## config.mk

```make
export PLATFORM = sky130hd
export DESIGN_NAME = infix_to_postfix_converter_unit
export DESIGN_NICKNAME = d
export VERILOG_FILES = /design/src/hw/rtl/itpc_pkg.sv /design/src/hw/rtl/itpc_cell.sv /design/src/hw/rtl/infix_to_postfix_converter_unit.sv
export SDC_FILE = /design/constraint.sdc
export NUM_CORES = 1
export LEC_CHECK = 0
export BUFFER_PORTS_ARGS = -buffer_cell sky130_fd_sc_hd__buf_2
export CAP_MARGIN = 20
export CORE_ASPECT_RATIO = 0.75
export CORE_MARGIN = 3
export CORE_UTILIZATION = 63
export CTS_BUF_LIST = sky130_fd_sc_hd__clkbuf_16
export DETAILED_ROUTE_END_ITERATION = 10
export PLACE_DENSITY = 0.92
export RECOVER_POWER = 25
export SKIP_CTS_REPAIR_TIMING = 1
export SLEW_MARGIN = 20
export SYNTH_ARGS = -nofsm -noshare
export SYNTH_HDL_FRONTEND = slang
export SYNTH_SLANG_ARGS = --single-unit
```

## constraint.sdc

```tcl
create_clock -name clk_i -period 9.2 [get_ports clk_i]
set_clock_uncertainty 0.2 [all_clocks]
set_input_delay 0.92 -clock clk_i [delete_from_list [all_inputs] [get_ports clk_i]]
set_output_delay 0.92 -clock clk_i [all_outputs]
set_load 0.05 [all_outputs]
```

## src/hw/rtl/itpc_pkg.sv

```systemverilog
`default_nettype none

package itpc_pkg;

  localparam int unsigned STACK_DEPTH = 32;

  localparam logic [7:0] CH_PLUS  = 8'h2B;
  localparam logic [7:0] CH_MINUS = 8'h2D;
  localparam logic [7:0] CH_STAR  = 8'h2A;
  localparam logic [7:0] CH_SLASH = 8'h2F;
  localparam logic [7:0] CH_LPAR  = 8'h28;
  localparam logic [7:0] CH_RPAR  = 8'h29;
  localparam logic [7:0] CH_LO_A  = 8'h61;
  localparam logic [7:0] CH_LO_Z  = 8'h7A;
  localparam logic [7:0] CH_UP_A  = 8'h41;
  localparam logic [7:0] CH_UP_Z  = 8'h5A;

  localparam logic [1:0] ERR_NONE      = 2'd0;
  localparam logic [1:0] ERR_OVERFLOW  = 2'd1;
  localparam logic [1:0] ERR_UNMATCHED = 2'd2;

  typedef struct packed {
    logic [7:0] symbol;
    logic       end_of_expression;
  } itpc_req_t;

  typedef struct packed {
    logic [7:0] out_symbol;
    logic [1:0] error_code;
    logic       last_of_run;
  } itpc_res_t;

  typedef enum logic [1:0] {
    OP_HOLD,
    OP_PUSH,
    OP_POP
  } itpc_cell_op_e;

  typedef enum logic [1:0] {
    ST_IDLE,
    ST_MAIN,
    ST_FLUSH
  } itpc_state_e;

  function automatic logic is_letter(logic [7:0] ch);
    return ((ch >= CH_LO_A) && (ch <= CH_LO_Z)) || ((ch >= CH_UP_A) && (ch <= CH_UP_Z));
  endfunction

  function automatic logic [1:0] prio_of(logic [7:0] ch);
    logic [1:0] p;
    p = 2'd0;
    if ((ch == CH_STAR) || (ch == CH_SLASH)) begin
      p = 2'd2;
    end else if ((ch == CH_PLUS) || (ch == CH_MINUS)) begin
      p = 2'd1;
    end
    return p;
  endfunction

endpackage

`default_nettype wire

```

## src/hw/rtl/itpc_cell.sv

```systemverilog
`default_nettype none

module itpc_cell (
  input  wire                     clk_i,
  input  itpc_pkg::itpc_cell_op_e op_i,
  input  wire  [7:0]              push_data_i,
  input  wire  [7:0]              pop_data_i,
  output logic [7:0]              data_o
);
  import itpc_pkg::*;

  logic [7:0] data_q, data_d;

  always_comb begin
    unique case (op_i)
      OP_PUSH: data_d = push_data_i;
      OP_POP:  data_d = pop_data_i;
      default: data_d = data_q;
    endcase
  end

  always_ff @(posedge clk_i) begin
    data_q <= data_d;
  end

  assign data_o = data_q;

endmodule

`default_nettype wire

```

## src/hw/rtl/infix_to_postfix_converter_unit.sv

```systemverilog
// channel   direction  handshake                payload
// request   in         in_valid_i / in_ready_o  in_req_i  (symbol, end_of_expression)
// result    out        out_valid_o / out_ready_i out_res_o (out_symbol, error_code, last_of_run)
//
// one request at a time: ST_IDLE takes it, then ST_MAIN and ST_FLUSH step once
// for each emitted result, push or discarded '(' in the operator stack, and the
// unit takes no new request before the last of these steps.
// the stack is a row of shift cells with the top in cell 0, one push or pop per cycle when not stalled.
// a full result register stalls the sequencer until out_ready_i takes it.
// rst_ni clears the sequencer, the fill count and the result valid flag; cell data and result data are not reset.
`default_nettype none

module infix_to_postfix_converter_unit #(
  parameter int unsigned StackDepth = itpc_pkg::STACK_DEPTH
) (
  input  wire                  clk_i,
  input  wire                  rst_ni,
  input  wire                  in_valid_i,
  output logic                 in_ready_o,
  input  itpc_pkg::itpc_req_t  in_req_i,
  output logic                 out_valid_o,
  input  wire                  out_ready_i,
  output itpc_pkg::itpc_res_t  out_res_o
);
  import itpc_pkg::*;

  localparam int unsigned CntW = $clog2(StackDepth + 1);

  itpc_state_e   state_q, state_d;
  logic [7:0]    sym_q, sym_d;
  logic          flush_q, flush_d;
  logic [CntW-1:0] cnt_q, cnt_d;
  logic          out_valid_q, out_valid_d;
  itpc_res_t     out_q, out_d;
  itpc_cell_op_e cell_op;
  logic          emit;
  itpc_res_t     res;
  logic [7:0]    cell_data [StackDepth];
  logic [7:0]    top_sym, nxt_sym;
  logic          empty, full, can_emit;

  for (genvar i = 0; i < StackDepth; i++) begin : g_cell
    logic [7:0] push_src, pop_src;
    if (i == 0) begin : g_first
      assign push_src = sym_q;
    end else begin : g_mid
      assign push_src = cell_data[i-1];
    end
    if (i == StackDepth - 1) begin : g_last
      assign pop_src = '0;
    end else begin : g_rest
      assign pop_src = cell_data[i+1];
    end
    itpc_cell u_cell (
      .clk_i       (clk_i),
      .op_i        (cell_op),
      .push_data_i (push_src),
      .pop_data_i  (pop_src),
      .data_o      (cell_data[i])
    );
  end

  assign top_sym  = cell_data[0];
  assign nxt_sym  = cell_data[1];
  assign empty    = (cnt_q == '0);
  assign full     = (cnt_q == CntW'(StackDepth));
  assign can_emit = !out_valid_q || out_ready_i;

  always_comb begin
    state_d = state_q;
    sym_d   = sym_q;
    flush_d = flush_q;
    cnt_d   = cnt_q;
    cell_op = OP_HOLD;
    emit    = 1'b0;
    res     = '{out_symbol: top_sym, error_code: ERR_NONE, last_of_run: 1'b0};
    in_ready_o = 1'b0;

    unique case (state_q)
      ST_IDLE: begin
        in_ready_o = 1'b1;
        if (in_valid_i) begin
          sym_d   = in_req_i.symbol;
          flush_d = in_req_i.end_of_expression;
          state_d = ST_MAIN;
        end
      end
      ST_MAIN: begin
        if (can_emit) begin
          priority if (is_letter(sym_q)) begin
            emit            = 1'b1;
            res.out_symbol  = sym_q;
            res.last_of_run = !(flush_q && !empty);
            state_d         = (flush_q && !empty) ? ST_FLUSH : ST_IDLE;
          end else if (sym_q == CH_RPAR) begin
            if (empty) begin
              emit            = 1'b1;
              res.out_symbol  = '0;
              res.error_code  = ERR_UNMATCHED;
              res.last_of_run = 1'b1;
              state_d         = ST_IDLE;
            end else if (top_sym == CH_LPAR) begin
              // matching '(' is dropped without a result
              cell_op = OP_POP;
              cnt_d   = cnt_q - 1'b1;
              state_d = (flush_q && (cnt_q > CntW'(1))) ? ST_FLUSH : ST_IDLE;
            end else begin
              emit            = 1'b1;
              cell_op         = OP_POP;
              cnt_d           = cnt_q - 1'b1;
              res.last_of_run = (cnt_q > CntW'(1)) && (nxt_sym == CH_LPAR) &&
                                !(flush_q && (cnt_q > CntW'(2)));
            end
          end else if ((sym_q != CH_LPAR) && !empty &&
                       (prio_of(top_sym) >= prio_of(sym_q))) begin
            // a push always follows, so only a run without flush can end here
            emit            = 1'b1;
            cell_op         = OP_POP;
            cnt_d           = cnt_q - 1'b1;
            res.last_of_run = !flush_q &&
                              !((cnt_q > CntW'(1)) && (prio_of(nxt_sym) >= prio_of(sym_q)));
          end else if (full) begin
            cnt_d           = '0;
            emit            = 1'b1;
            res.out_symbol  = '0;
            res.error_code  = ERR_OVERFLOW;
            res.last_of_run = 1'b1;
            state_d         = ST_IDLE;
          end else begin
            cell_op = OP_PUSH;
            cnt_d   = cnt_q + 1'b1;
            state_d = flush_q ? ST_FLUSH : ST_IDLE;
          end
        end
      end
      ST_FLUSH: begin
        if (empty) begin
          state_d = ST_IDLE;
        end else if (can_emit) begin
          emit            = 1'b1;
          cell_op         = OP_POP;
          cnt_d           = cnt_q - 1'b1;
          res.last_of_run = (cnt_q == CntW'(1));
          if (cnt_q == CntW'(1)) begin
            state_d = ST_IDLE;
          end
        end
      end
      default: state_d = ST_IDLE;
    endcase
  end

  always_comb begin
    out_valid_d = out_valid_q;
    out_d       = out_q;
    if (emit) begin
      out_valid_d = 1'b1;
      out_d       = res;
    end else if (out_ready_i) begin
      out_valid_d = 1'b0;
    end
  end

  always_ff @(posedge clk_i or negedge rst_ni) begin
    if (!rst_ni) begin
      state_q     <= ST_IDLE;
      cnt_q       <= '0;
      out_valid_q <= 1'b0;
    end else begin
      state_q     <= state_d;
      cnt_q       <= cnt_d;
      out_valid_q <= out_valid_d;
    end
  end

  always_ff @(posedge clk_i) begin
    sym_q   <= sym_d;
    flush_q <= flush_d;
    out_q   <= out_d;
  end

  assign out_valid_o = out_valid_q;
  assign out_res_o   = out_q;

endmodule

`default_nettype wire

```

---- After elaboration in Yosys (flattened, before gate mapping) ----
Cells that the tools add are included.
storage, ports and cells
  register bits ........................... 285
  input port bits ......................... 13
  logic and storage cells ................. 235
cells by class
  $add $sub $neg .......................... 2
  order comparisons ....................... 8
  equal/unequal tests ..................... 32
  multiplexer cells ....................... 117
  bitwise gates (word level) .............. 2
  reductions and logical operators ........ 34
operators by type and width
  operator                                                        number
  one-hot mux 8 bit (2 select lines)                              32
  equality test 8 x 6 -> 1 bit (second input constant)            15
  two-way mux 2 bit                                               43
  two-way mux 6 bit                                               8
  two-way mux 11 bit                                              3
  two-way mux 10 bit                                              3
  two-way mux 1 bit                                               22
  >= comparator 8 x 7 -> 1 bit (second input constant)            2
  <= comparator 8 x 7 -> 1 bit (second input constant)            2
  one-hot mux 6 bit (2 select lines)                              1
  AND reduction 6 bit                                             2
  logical AND 1 bit                                               11
  inequality test 2 bit (second input constant)                   5
  inequality test 3 bit (second input constant)                   3
  logical OR 1 bit                                                8
  two-way mux 8 bit                                               1
  inequality test 8 x 6 -> 1 bit (second input constant)          1
  adder 6 x 1 -> 6 bit (second input constant)                    1
  equality test 6 x 1 -> 1 bit (second input constant)            1
  equality test 6 bit (second input constant)                     1
  greater-than comparator 6 x 1 -> 1 bit (second input constant)  1
  greater-than comparator 6 x 2 -> 1 bit (second input constant)  1
  logical NOT 1 bit                                               6
  logical NOT 6 bit                                               1
  14 further kinds                                                21

---- Logic depth before layout (Yosys ltp) ----
Gate-level depths: netlist of run 1.
  depth after elaboration ................. 24
  gate-level depth with buffers ........... 14
  gate-level depth less buffers ........... 11

---- Hierarchy ----
A second synthesis of run 1 with hierarchy kept.
second synthesis, totals
  cells, all modules ...................... 830
  area total of the unflattened synthesis .. 14495.2 um^2
by module, submodules not included
  module                           times used  cells each  area each (um^2)
  itpc_cell                        32          20          391.6
  infix_to_postfix_converter_unit  1           190         1963.1

---- Worst setup path after synthesis of run 1 ----
Ideal clock, no wire load.
  path type ............................... reg-to-reg
  start point ............................. register sym_q[7] (netlist: g_cell[0].push_src[7])
  end point ............................... register g_cell[0].u_cell.data_q[0] (enable)
  library setup time ...................... 0.608 ns
  data arrival time ....................... 7.224 ns
  required time ........................... 8.392 ns
  setup slack ............................. 1.169 ns
  cell stages (with the launch flop) ...... 11
  period minus slack after synthesis ...... 8.031 ns
  cell sequence ........................... edfxtp_1 -> and4bb_1 -> nor2b_1 -> and3_1 -> ha_1 -> nand2b_1 -> a21o_1 -> a21oi_1 -> nand3_1 -> ha_1 -> inv_1
between the ends
  word-level cells in the longest chain between the ends .. 17
  elaborated cells on any way between the ends .. 32
  those cells by class .................... 5 x order compare; 8 x eq/ne; 11 x mux; 8 x reduce/logical
RTL lines
  what                                                                 RTL line                                RTL
  start: declaration                                                   infix_to_postfix_converter_unit.sv:30   logic [7:0] sym_q, sym_d;
  start signal: assignment                                             infix_to_postfix_converter_unit.sv:177  sym_q <= sym_d;
  equality test 8 x 6 -> 1 bit                                         itpc_pkg.sv:54                          end else if ((ch == CH_PLUS) || (ch == CH_MINUS)) begin
  logical OR 1 bit                                                     itpc_pkg.sv:54
  two-way mux 1 bit                                                    itpc_pkg.sv:54
  two-way mux 2 bit                                                    itpc_pkg.sv:52                          if ((ch == CH_STAR) || (ch == CH_SLASH)) begin
  two-way mux 2 bit                                                    infix_to_postfix_converter_unit.sv:95   end else if (sym_q == CH_RPAR) begin
  two-way mux 2 bit                                                    infix_to_postfix_converter_unit.sv:90   priority if (is_letter(sym_q)) begin
  two-way mux 2 bit                                                    infix_to_postfix_converter_unit.sv:89   if (can_emit) begin
  two-way mux 2 bit                                                    infix_to_postfix_converter_unit.sv:79   unique case (state_q)
  >= comparator 2 bit                                                  infix_to_postfix_converter_unit.sv:115  (prio_of(top_sym) >= prio_of(sym_q))) begin
  logical AND 1 bit                                                    infix_to_postfix_converter_unit.sv:114  end else if ((sym_q != CH_LPAR) && !empty &&
  two-way mux 2 bit                                                    infix_to_postfix_converter_unit.sv:114
  two-way mux 2 bit                                                    infix_to_postfix_converter_unit.sv:95
  two-way mux 2 bit (*)                                                infix_to_postfix_converter_unit.sv:90
  two-way mux 2 bit (*)                                                infix_to_postfix_converter_unit.sv:89
  one-hot mux 2 bit (2 select lines) (*)                               infix_to_postfix_converter_unit.sv:79
  equality test 2 x 1 -> 1 bit or equality test 2 bit (tied branches)  itpc_cell.sv:15                         unique case (op_i)
  nonzero test 2 bit (no source line) (*)                              --
  end signal: assignment                                               itpc_cell.sv:23                         data_q <= data_d;
  end: declaration                                                     itpc_cell.sv:12                         logic [7:0] data_q, data_d;
Every way passes the cells marked *; elsewhere a longest branch is shown, timed or not. The select of a mux whose other input is x is not followed.
A chain may end at the register's enable or synchronous reset.

---- Worst setup path in the final report of run 1 ----
  start point ............................. register sym_q[3] (netlist: g_cell[0].push_src[3])
  end point ............................... register g_cell[17].u_cell.data_q[4], data pin
between the ends
  word-level cells in the longest chain between the ends .. 17
  elaborated cells on any way between the ends .. 32
  those cells by class .................... 5 x order compare; 8 x eq/ne; 12 x mux; 7 x reduce/logical
RTL lines
  what                                                                 RTL line
  equality test 8 x 6 -> 1 bit                                         itpc_pkg.sv:54
  logical OR 1 bit                                                     itpc_pkg.sv:54
  two-way mux 1 bit                                                    itpc_pkg.sv:54
  two-way mux 2 bit                                                    itpc_pkg.sv:52
  two-way mux 2 bit                                                    infix_to_postfix_converter_unit.sv:95
  two-way mux 2 bit                                                    infix_to_postfix_converter_unit.sv:90
  two-way mux 2 bit                                                    infix_to_postfix_converter_unit.sv:89
  two-way mux 2 bit                                                    infix_to_postfix_converter_unit.sv:79
  [2 not listed]                                                       --
  two-way mux 2 bit                                                    infix_to_postfix_converter_unit.sv:114
  two-way mux 2 bit                                                    infix_to_postfix_converter_unit.sv:95
  two-way mux 2 bit (*)                                                infix_to_postfix_converter_unit.sv:90
  two-way mux 2 bit (*)                                                infix_to_postfix_converter_unit.sv:89
  one-hot mux 2 bit (2 select lines) (*)                               infix_to_postfix_converter_unit.sv:79
  equality test 2 bit or equality test 2 x 1 -> 1 bit (tied branches)  itpc_cell.sv:15
  one-hot mux 8 bit (2 select lines) (*)                               itpc_cell.sv:15
  via g_cell[17].u_cell.data_d[4]                                      itpc_cell.sv:12
  end signal: assignment                                               itpc_cell.sv:23
  end: declaration                                                     itpc_cell.sv:12
Mark *: on every way through the listed nets, which the timed path passes. The rest lies on a longest branch. The select of a mux whose other input is x is not followed.

==> results.json, run 1 <==
{
  "yosys_warnings": 0,
  "r2r_start": "g_cell[0].push_src[3]$_DFFE_PP_",
  "clk_latency_ns": 0.52,
  "muxShareOfSynthArea": 0.226,
  "post_drt_wl_per_cell_um": 19.4,
  "clock.fmax_mhz": 174,
  "drt_wl_total_um": 19700,
  "synthArstFlopShare": 0.0316,
  "drv_slew": 104,
  "rows": 44,
  "end_kind": "register",
  "first_pass_iters": 6,
  "p_leak_nw": 4.50,
  "cp_max_fo": 61,
  "setup_ws_ns": 3.45,
  "critPathMaxStageDelay_ns": 1.80,
  "synth_common_cells": "276 x edfxtp_1, 251 x mux2_2, 30 x clkbuf_1",
  "ys_types": 51,
  "final_area_mm2": 0.0137,
  "cp_cell_sequence": "and4bb_1, nor2b_1, and3_1, ha_1, nand2b_1, a21o_1, a21boi_0, o21ai_0, a21oi_1, ha_1, buf_4, mux2_2",
  "fp.dieH_um": 129,
  "dpl.hpwl_um": 12100,
  "fp.dieW_um": 169,
  "yosysTopAreaCellShare": 0.656,
  "synth_top_family_by_area": "multiplexers",
  "rrSetupSlack_ns": 3.45,
  "vias": 6289,
  "drc": 0,
  "yosys.area_share.simple": 0.0395,
  "numCtsBuffers": 26,
  "cp_slowest_cell": "ha_1",
  "grt_usage": 0.181,
  "root_buffer": "clkbuf_16",
  "drtIter0Drc": 578,
  "cpMostUsedCell": "ha_1",
  "gp_congestion": 0.891,
  "violations": "max-capacitance violations, max-slew violations",
  "syn-cell-area_mm2": 0.0126,
  "ctsLongestPathBuffers": 3,
  "io_buffers": 25,
  "layout_worst_path_cycle_share": 0.625,
  "cp.arrival_ns": 5.82,
  "total_power_mw": 5.43,
  "synthXorXnorAreaFrac": 0.00555,
  "syn-instance-count": 724,
  "cp_data_required_time_ns": 9.27,
  "synth_edf_count": 276,
  "synth_seq_area_share": 0.674,
  "initial_core_util": 0.648,
  "finalSetupViolations": 0,
  "drt-vias-per-instance": 6.18,
  "synth_top_area_cell": "edfxtp_1",
  "postPlaceCellArea_mm2": 0.0130,
  "layout_min_cycle_time_ns": 5.75,
  "clock_sinks": 285,
  "cts_htree_levels": 1,
  "synth_compound_area_frac": 0.0281,
  "core_mm2": 0.0195,
  "relSlewSlack": -0.587,
  "hold_class": "in -> async",
  "die_area_mm2": 0.0218,
  "grt_pass1_wl_um": 32400,
  "n_antenna_cell": 0,
  "cap_violations": 3,
  "layout-drive-gt1-share": 0.400,
  "synth_ff_type": "edfxtp_1",
  "synthAdderAreaFrac": 0.0129,
  "worstSetupStartpointType": "register",
  "syn_to_final_growth_pct": 8.60,
  "grt_max_degree": 161,
  "status": "finished, violations left",
  "synth_seq_cells": 285,
  "synth_area_per_cell_um2": 17.4,
  "synthesis.nets": 750,
  "antenna_found_initial": 0,
  "grt-ovfl-total": 0,
  "postLayoutCoreUtil": 0.704,
  "peakVddDrop_mv": 0.276,
  "rr_worst_depth": 12,
  "fill_cells": 1187,
  "r2r-end": "g_cell[17].u_cell.data_o[4]$_DFFE_PP_",
  "rsz0062_at_grt": "no",
  "fin_tns_setup_ns": 0,
  "synth_most_common_cell": "edfxtp_1",
  "nNetsFinal": 772,
  "first_global_vias": 6350,
  "crit_type": "reg -> reg",
  "ant_nets": 0,
  "cts_tree": "built",
  "final-hold-violation-count": 0,
  "io_pins": 26,
  "power_density_mw_per_mm2": 396,
  "worst_pin_slew_ns": 2.38,
  "synth_area_leaders": "edfxtp_1 66%, mux2_2 22%, dfrtp_1 1.8%",
  "pre_cts_ws_ns": 4.08,
  "clkTransAtPathRegs_ns": 0.06
}
[cell type report]
class / instances / area, um^2 / area share
clock buffer: 27 / 676 / 0.0493
clock inverter: 20 / 118 / 0.00858
inverter: 6 / 30.0 / 0.00219
multi-input combinational: 399 / 3930 / 0.286
sequential: 285 / 8510 / 0.621
tap: 253 / 317 / 0.0231
timing repair buffer: 28 / 136 / 0.00994
[critical path, delay by kind of cell (launching register included)]
family                   cells  cell delay [ns]
multiplexers                 1             0.42
AO/OA/AOI/OAI                4             0.65
buffers and inverters        1             0.86
adder cells (fa/ha/maj)      2             2.09
AND/OR/NAND/NOR              4             0.73
flip-flops                   1             0.46
[cell usage in the layout (no fill, tap or decap), types with 2 or more instances in the layout]
| cell type | Yosys | final |
|---|---|---|
| inv_1 | 6 | 11 |
| a21boi_0 | 1 | 2 |
| a21o_1 | 4 | 4 |
| clkinv_1 | 0 | 6 |
| o21a_1 | 2 | 2 |
| and3_1 | 8 | 8 |
| a22o_1 | 7 | 7 |
| nand4bb_1 | 2 | 2 |
| o21ai_0 | 5 | 5 |
| nor2b_1 | 13 | 13 |
| buf_2 | 0 | 10 |
| clkinvlp_4 | 0 | 3 |
| clkinv_2 | 0 | 4 |
| o221ai_1 | 3 | 3 |
| a21boi_1 | 3 | 2 |
| ha_1 | 13 | 13 |
| and2_1 | 5 | 3 |
| mux2i_1 | 3 | 3 |
| nand2b_1 | 9 | 9 |
| nand2_1 | 13 | 13 |
| clkbuf_16 | 0 | 27 |
| a21oi_1 | 7 | 7 |
| edfxtp_1 | 276 | 276 |
| nor2_1 | 6 | 6 |
| dfrtp_1 | 9 | 9 |
| clkbuf_1 | 30 | 15 |
| xor2_1 | 4 | 4 |
| buf_6 | 2 | 2 |
| nand3_1 | 8 | 8 |
| mux2_2 | 251 | 251 |
| and2_0 | 0 | 2 |
| xnor2_1 | 4 | 4 |
| o21ai_1 | 2 | 2 |
| nand3b_1 | 2 | 2 |
| nor3_1 | 3 | 4 |
[registers in the layout (all words and copies together) (netlist names)]
| signal | flops |
|---|---|
| out_res_o | 11 |
| out_valid_o | 1 |
| state_q | 2 |
| g_cell.push_src | 8 |
| flush_q | 1 |
| g_cell.u_cell.data_o | 256 |
| cnt_q | 6 |
[worst max-delay path by stage]
stage / from / to / slack (ns) / depth (start not counted)
5_1_grt: g_cell[0].push_src[3]$_DFFE_PP_ / g_cell[17].u_cell.data_o[4]$_DFFE_PP_ / 3.03 / 12
2_1_floorplan: g_cell[0].push_src[7]$_DFFE_PP_ / g_cell[0].u_cell.data_o[0]$_DFFE_PP_ / 1.17 / 10
4_1_cts: g_cell[0].push_src[7]$_DFFE_PP_ / g_cell[15].u_cell.data_o[5]$_DFFE_PP_ / 4.07 / 11
3_3_place_gp: g_cell[0].push_src[7]$_DFFE_PP_ / g_cell[15].u_cell.data_o[5]$_DFFE_PP_ / 4.39 / 11
3_5_place_dp: g_cell[0].push_src[7]$_DFFE_PP_ / g_cell[29].u_cell.data_o[5]$_DFFE_PP_ / 4.08 / 11
6_report: g_cell[0].push_src[3]$_DFFE_PP_ / g_cell[17].u_cell.data_o[4]$_DFFE_PP_ / 3.45 / 12
[cell families after synthesis]
logic type / count (synthesis)
flip-flops: 285
XOR/XNOR: 8
AO/OA/AOI/OAI: 45
adder cells (fa/ha/maj): 13
AND/OR/NAND/NOR: 79
buffers and inverters: 40
multiplexers: 254
[power breakdown]
group	total [mW]	switching (mW)	internal, mW
sequential	2.66	0.292	2.36
clock	0.997	0.440	0.557
combinational	1.78	0.922	0.858
[per-stage QoR]
step           instances  hold slack, ns
3_5_place_dp         971           0.336
2_1_floorplan        724           0.323
5_1_grt             1018           0.187
6_report            1018           0.176
3_3_place_gp         971           0.334
4_1_cts             1018          0.0518
[routing by layer]
metal,track usage,vias up,wire length [um]
met4,0.0490,0,413
met2,0.290,171,9500
met3,0.0316,38,849
li1,-,2889,-
met5,0,-,0
met1,0.265,3191,8980
Note: power is estimated with default switching activity, not from simulation.
==> run 2, diff against run 1 <==
Settings changed: ABC_AREA set to 1, CORE_UTILIZATION 63 to 57, PLACE_DENSITY 0.92 to 0.88.
Clock period 9.2 ns to 4.7 ns, I/O delays scaled along.
==> run 2 against run 1 <==
  * Global-route usage up 1.5 points
  * Largest cell class unchanged
  * Via count up 33%
  * Highest routed layer unchanged
  * Clock power up 110%
  * First-iteration DRC count up 100%
  * Final cell count up 48%
  * Routed wire length up 21%
  * Combinational power up 95%
  * The flow now finishes without violations
  * Flip-flop and latch count unchanged
  * Power up 93%
  * Count of clock-buffer cells in the layout down 1
  * Critical path type unchanged
  * Non-clock buffer count up 24
  * Synthesized cell count up 62%
==> results.json, run 2 <==
{
  "crit_type": "reg -> reg",
  "ant_nets": 0,
  "drt-vias-per-instance": 5.55,
  "io_pins": 26,
  "yosys_warnings": 0,
  "final-hold-violation-count": 0,
  "whs_ns": 0.0599,
  "synth_seq_cells": 285,
  "fp.dieW_um": 178,
  "rows": 46,
  "ctsLongestPathBuffers": 3,
  "synth_ff_type": "edfxtp_1",
  "synth_common_cells": "276 x edfxtp_1, 172 x nand2_1, 161 x inv_1, 140 x nor2_1, 136 x o21ai_0",
  "worst_pin_slew_ns": 0.825,
  "fp.dieH_um": 135,
  "die_area_mm2": 0.0241,
  "cp.arrival_ns": 4.08,
  "end_kind": "register",
  "drc": 0,
  "pre_cts_ws_ns": 1.09,
  "peakVddDrop_mv": 0.503,
  "cts_tree": "built",
  "synth_top_area_cell": "edfxtp_1",
  "largest_reg_flops": 256,
  "cap_violations": 0,
  "synthesis.nets": 1198,
  "setup_ws_ns": 0.698,
  "layout_common_cells": "276 x edfxtp_1, 171 x nand2_1, 164 x inv_1",
  "clock_power_share": 0.195,
  "drt_wl_total_um": 24000,
  "first_pass_iters": 5,
  "layout-drive-gt1-share": 0.0904,
  "first_global_vias": 7916,
  "cp_max_fo": 44,
  "grt-ovfl-total": 0,
  "gp_congestion": 0.930,
  "r2r-end": "g_cell[8].u_cell.data_o[2]$_DFFE_PP_",
  "pwr-share-seq": 0.474,
  "ys_types": 38,
  "relSlewSlack": 0.448,
  "crit_start": "g_cell[0].push_src[3]$_DFFE_PP_",
  "synth_area_per_cell_um2": 10.8,
  "syn-cell-area_mm2": 0.0127,
  "synth_edf_count": 276,
  "power_switching_mw": 3.82,
  "syn-instance-count": 1172,
  "status": "finished clean",
  "dpl.hpwl_um": 14700,
  "clkTransAtPathRegs_ns": 0.07,
  "p_sw_frac": 0.364,
  "vias": 8346,
  "synth_most_common_cell": "edfxtp_1",
  "layout_min_cycle_time_ns": 4.00,
  "fill_cells": 1571,
  "antenna_found_initial": 0,
  "power_density_mw_per_mm2": 746,
  "r2r_start": "g_cell[0].push_src[3]$_DFFE_PP_",
  "nNetsFinal": 1224,
  "yosysTopAreaCellShare": 0.652,
  "layout_worst_path_cycle_share": 0.852,
  "rsz0062_at_grt": "no",
  "internal_power_mw": 6.67,
  "io_buffers": 25,
  "synth_area_leaders": "edfxtp_1 65%, o21ai_0 5.4%, nand2_1 5.1%",
  "initial_core_util": 0.590,
  "cts_htree_levels": 1,
  "hold_class": "in -> reg",
  "synthArstFlopShare": 0.0316,
  "cp_data_required_time_ns": 4.77,
  "min_from": "out_ready_i",
  "root_buffer": "clkbuf_16",
  "holdPathStages": 4,
  "syn_to_final_growth_pct": 10.9,
  "rr_worst_depth": 16,
  "post_drt_wl_per_cell_um": 15.9,
  "p_leak_nw": 5.31,
  "core_mm2": 0.0215,
  "synth_seq_area_share": 0.670,
  "n_antenna_cell": 0,
  "final_common_cell": "edfxtp_1",
  "grt_usage": 0.197,
  "drv_slew": 0,
  "grt_pass1_wl_um": 39000,
  "min_delay_worst_endpoint": "out_valid_o$_DFFE_PN0P_",
  "worstSetupStartpointType": "register",
  "p_comb_frac": 0.331,
  "clk_latency_ns": 0.55,
  "drtIter0Drc": 1169,
  "rrSetupSlack_ns": 0.70,
  "grt_max_degree": 131,
  "clock.fmax_mhz": 250,
  "clock_sinks": 285,
  "finalSetupViolations": 0,
  "numCtsBuffers": 26
}
==> run 2: cell types whose count changed after synthesis, sizes merged, moves of 7 or more <==
cell / before / now
nor2: 6 / 144
a21oi: 7 / 108
a22o: 7 / 0
nand3: 8 / 27
nand2: 13 / 178
buf: 4 / 11
mux2: 251 / 22
clkbuf: 30 / 43
o21ai: 7 / 142
nand2b: 9 / 0
inv: 6 / 164
nor2b: 13 / 0
o22ai: 0 / 7
and3: 8 / 0
==> run 2: power groups by stage <==
| stage | Sequential (mW) | Combinational, mW | Clock, mW |
|---|---|---|---|
| 2_1_floorplan | 5.16 | 2.47 | 0 |
| 3_3_place_gp | 4.94 | 3.28 | 0 |
| 3_5_place_dp | 4.99 | 3.48 | 0 |
| 4_1_cts | 4.96 | 3.53 | 2.08 |
| 5_1_grt | 5.08 | 3.93 | 2.18 |
| 6_report | 4.97 | 3.47 | 2.05 |
==> run 2: area by class of cell <==
| cell class | instances | area [um^2] | area share |
|---|---|---|---|
| flip-flops and latches | 285 | 8510 | 0.605 |
| multi-input cells | 669 | 3350 | 0.238 |
| well taps | 288 | 360 | 0.0256 |
| clock inverters | 21 | 165 | 0.0117 |
| clock buffers | 26 | 651 | 0.0462 |
| repair buffers | 52 | 423 | 0.0300 |
| inverters | 164 | 619 | 0.0440 |
==> run 2: worst max-delay path by stage <==
stage	endpoint	slack, ns	cells after the start
after floorplan	g_cell[0].u_cell.data_o[0]$_DFFE_PP_	-1.68	12
after global placement	g_cell[3].u_cell.data_o[3]$_DFFE_PP_	1.24	14
after detailed placement	g_cell[8].u_cell.data_o[2]$_DFFE_PP_	1.09	15
after CTS	g_cell[8].u_cell.data_o[2]$_DFFE_PP_	1.04	15
after global routing	g_cell[8].u_cell.data_o[2]$_DFFE_PP_	0.39	16
final	g_cell[8].u_cell.data_o[2]$_DFFE_PP_	0.70	16
==> run 2: logic make-up (layout without fill, tap and decap cells) <==
kind of cell / after synthesis / in the layout / synth area share
and+or+nand+nor: 364 / 364 / 0.118
xor gates and xnor gates: 6 / 6 / 0.00414
muxes: 22 / 22 / 0.0195
buffers and inverters: 218 / 263 / 0.0652
DFF: 285 / 285 / 0.670
AOI/OAI and AO/OA: 264 / 264 / 0.110
adders and majority gates: 13 / 13 / 0.0128
==> run 2: per-stage QoR <==
| stage | area, um^2 | cells | TNS (ns) | util | total power [mW] |
|---|---|---|---|---|---|
| after floorplan | 12700 | 1172 | -428.89 | - | 7.62 |
| after global placement | 13200 | 1448 | 0 | 0.615 | 8.22 |
| after detailed placement | 13200 | 1448 | 0 | 0.615 | 8.47 |
| after CTS | 14100 | 1495 | 0 | 0.653 | 10.6 |
| after global routing | 14100 | 1505 | 0 | 0.654 | 11.2 |
| final | 14100 | 1505 | 0 | 0.654 | 10.5 |
==> run 2: metal layers <==
metal	global-route usage	part of all wire	up-vias
met1	0.290	0.45	4001
met3	0.0350	0.054	50
met2	0.305	0.47	255
met4	0.0554	0.023	0
met5	0	0	-
li1	-	-	4040
==> run 2: worst max-delay path, stage by stage (launching register included) <==
cell and delay [ns]:
edfxtp_1 0.38, inv_1 0.09, nor2_1 0.35, nand2_1 0.10, o22ai_1 0.17, nand2_1 0.12
ha_1 0.31, nand2_1 0.06, nand3b_1 0.09, nand2_1 0.06, nor2_1 0.23, o21ai_0 0.14
a21oi_2 0.27, ha_4 0.49, buf_12 0.27, buf_12 0.22, o21ai_0 0.14
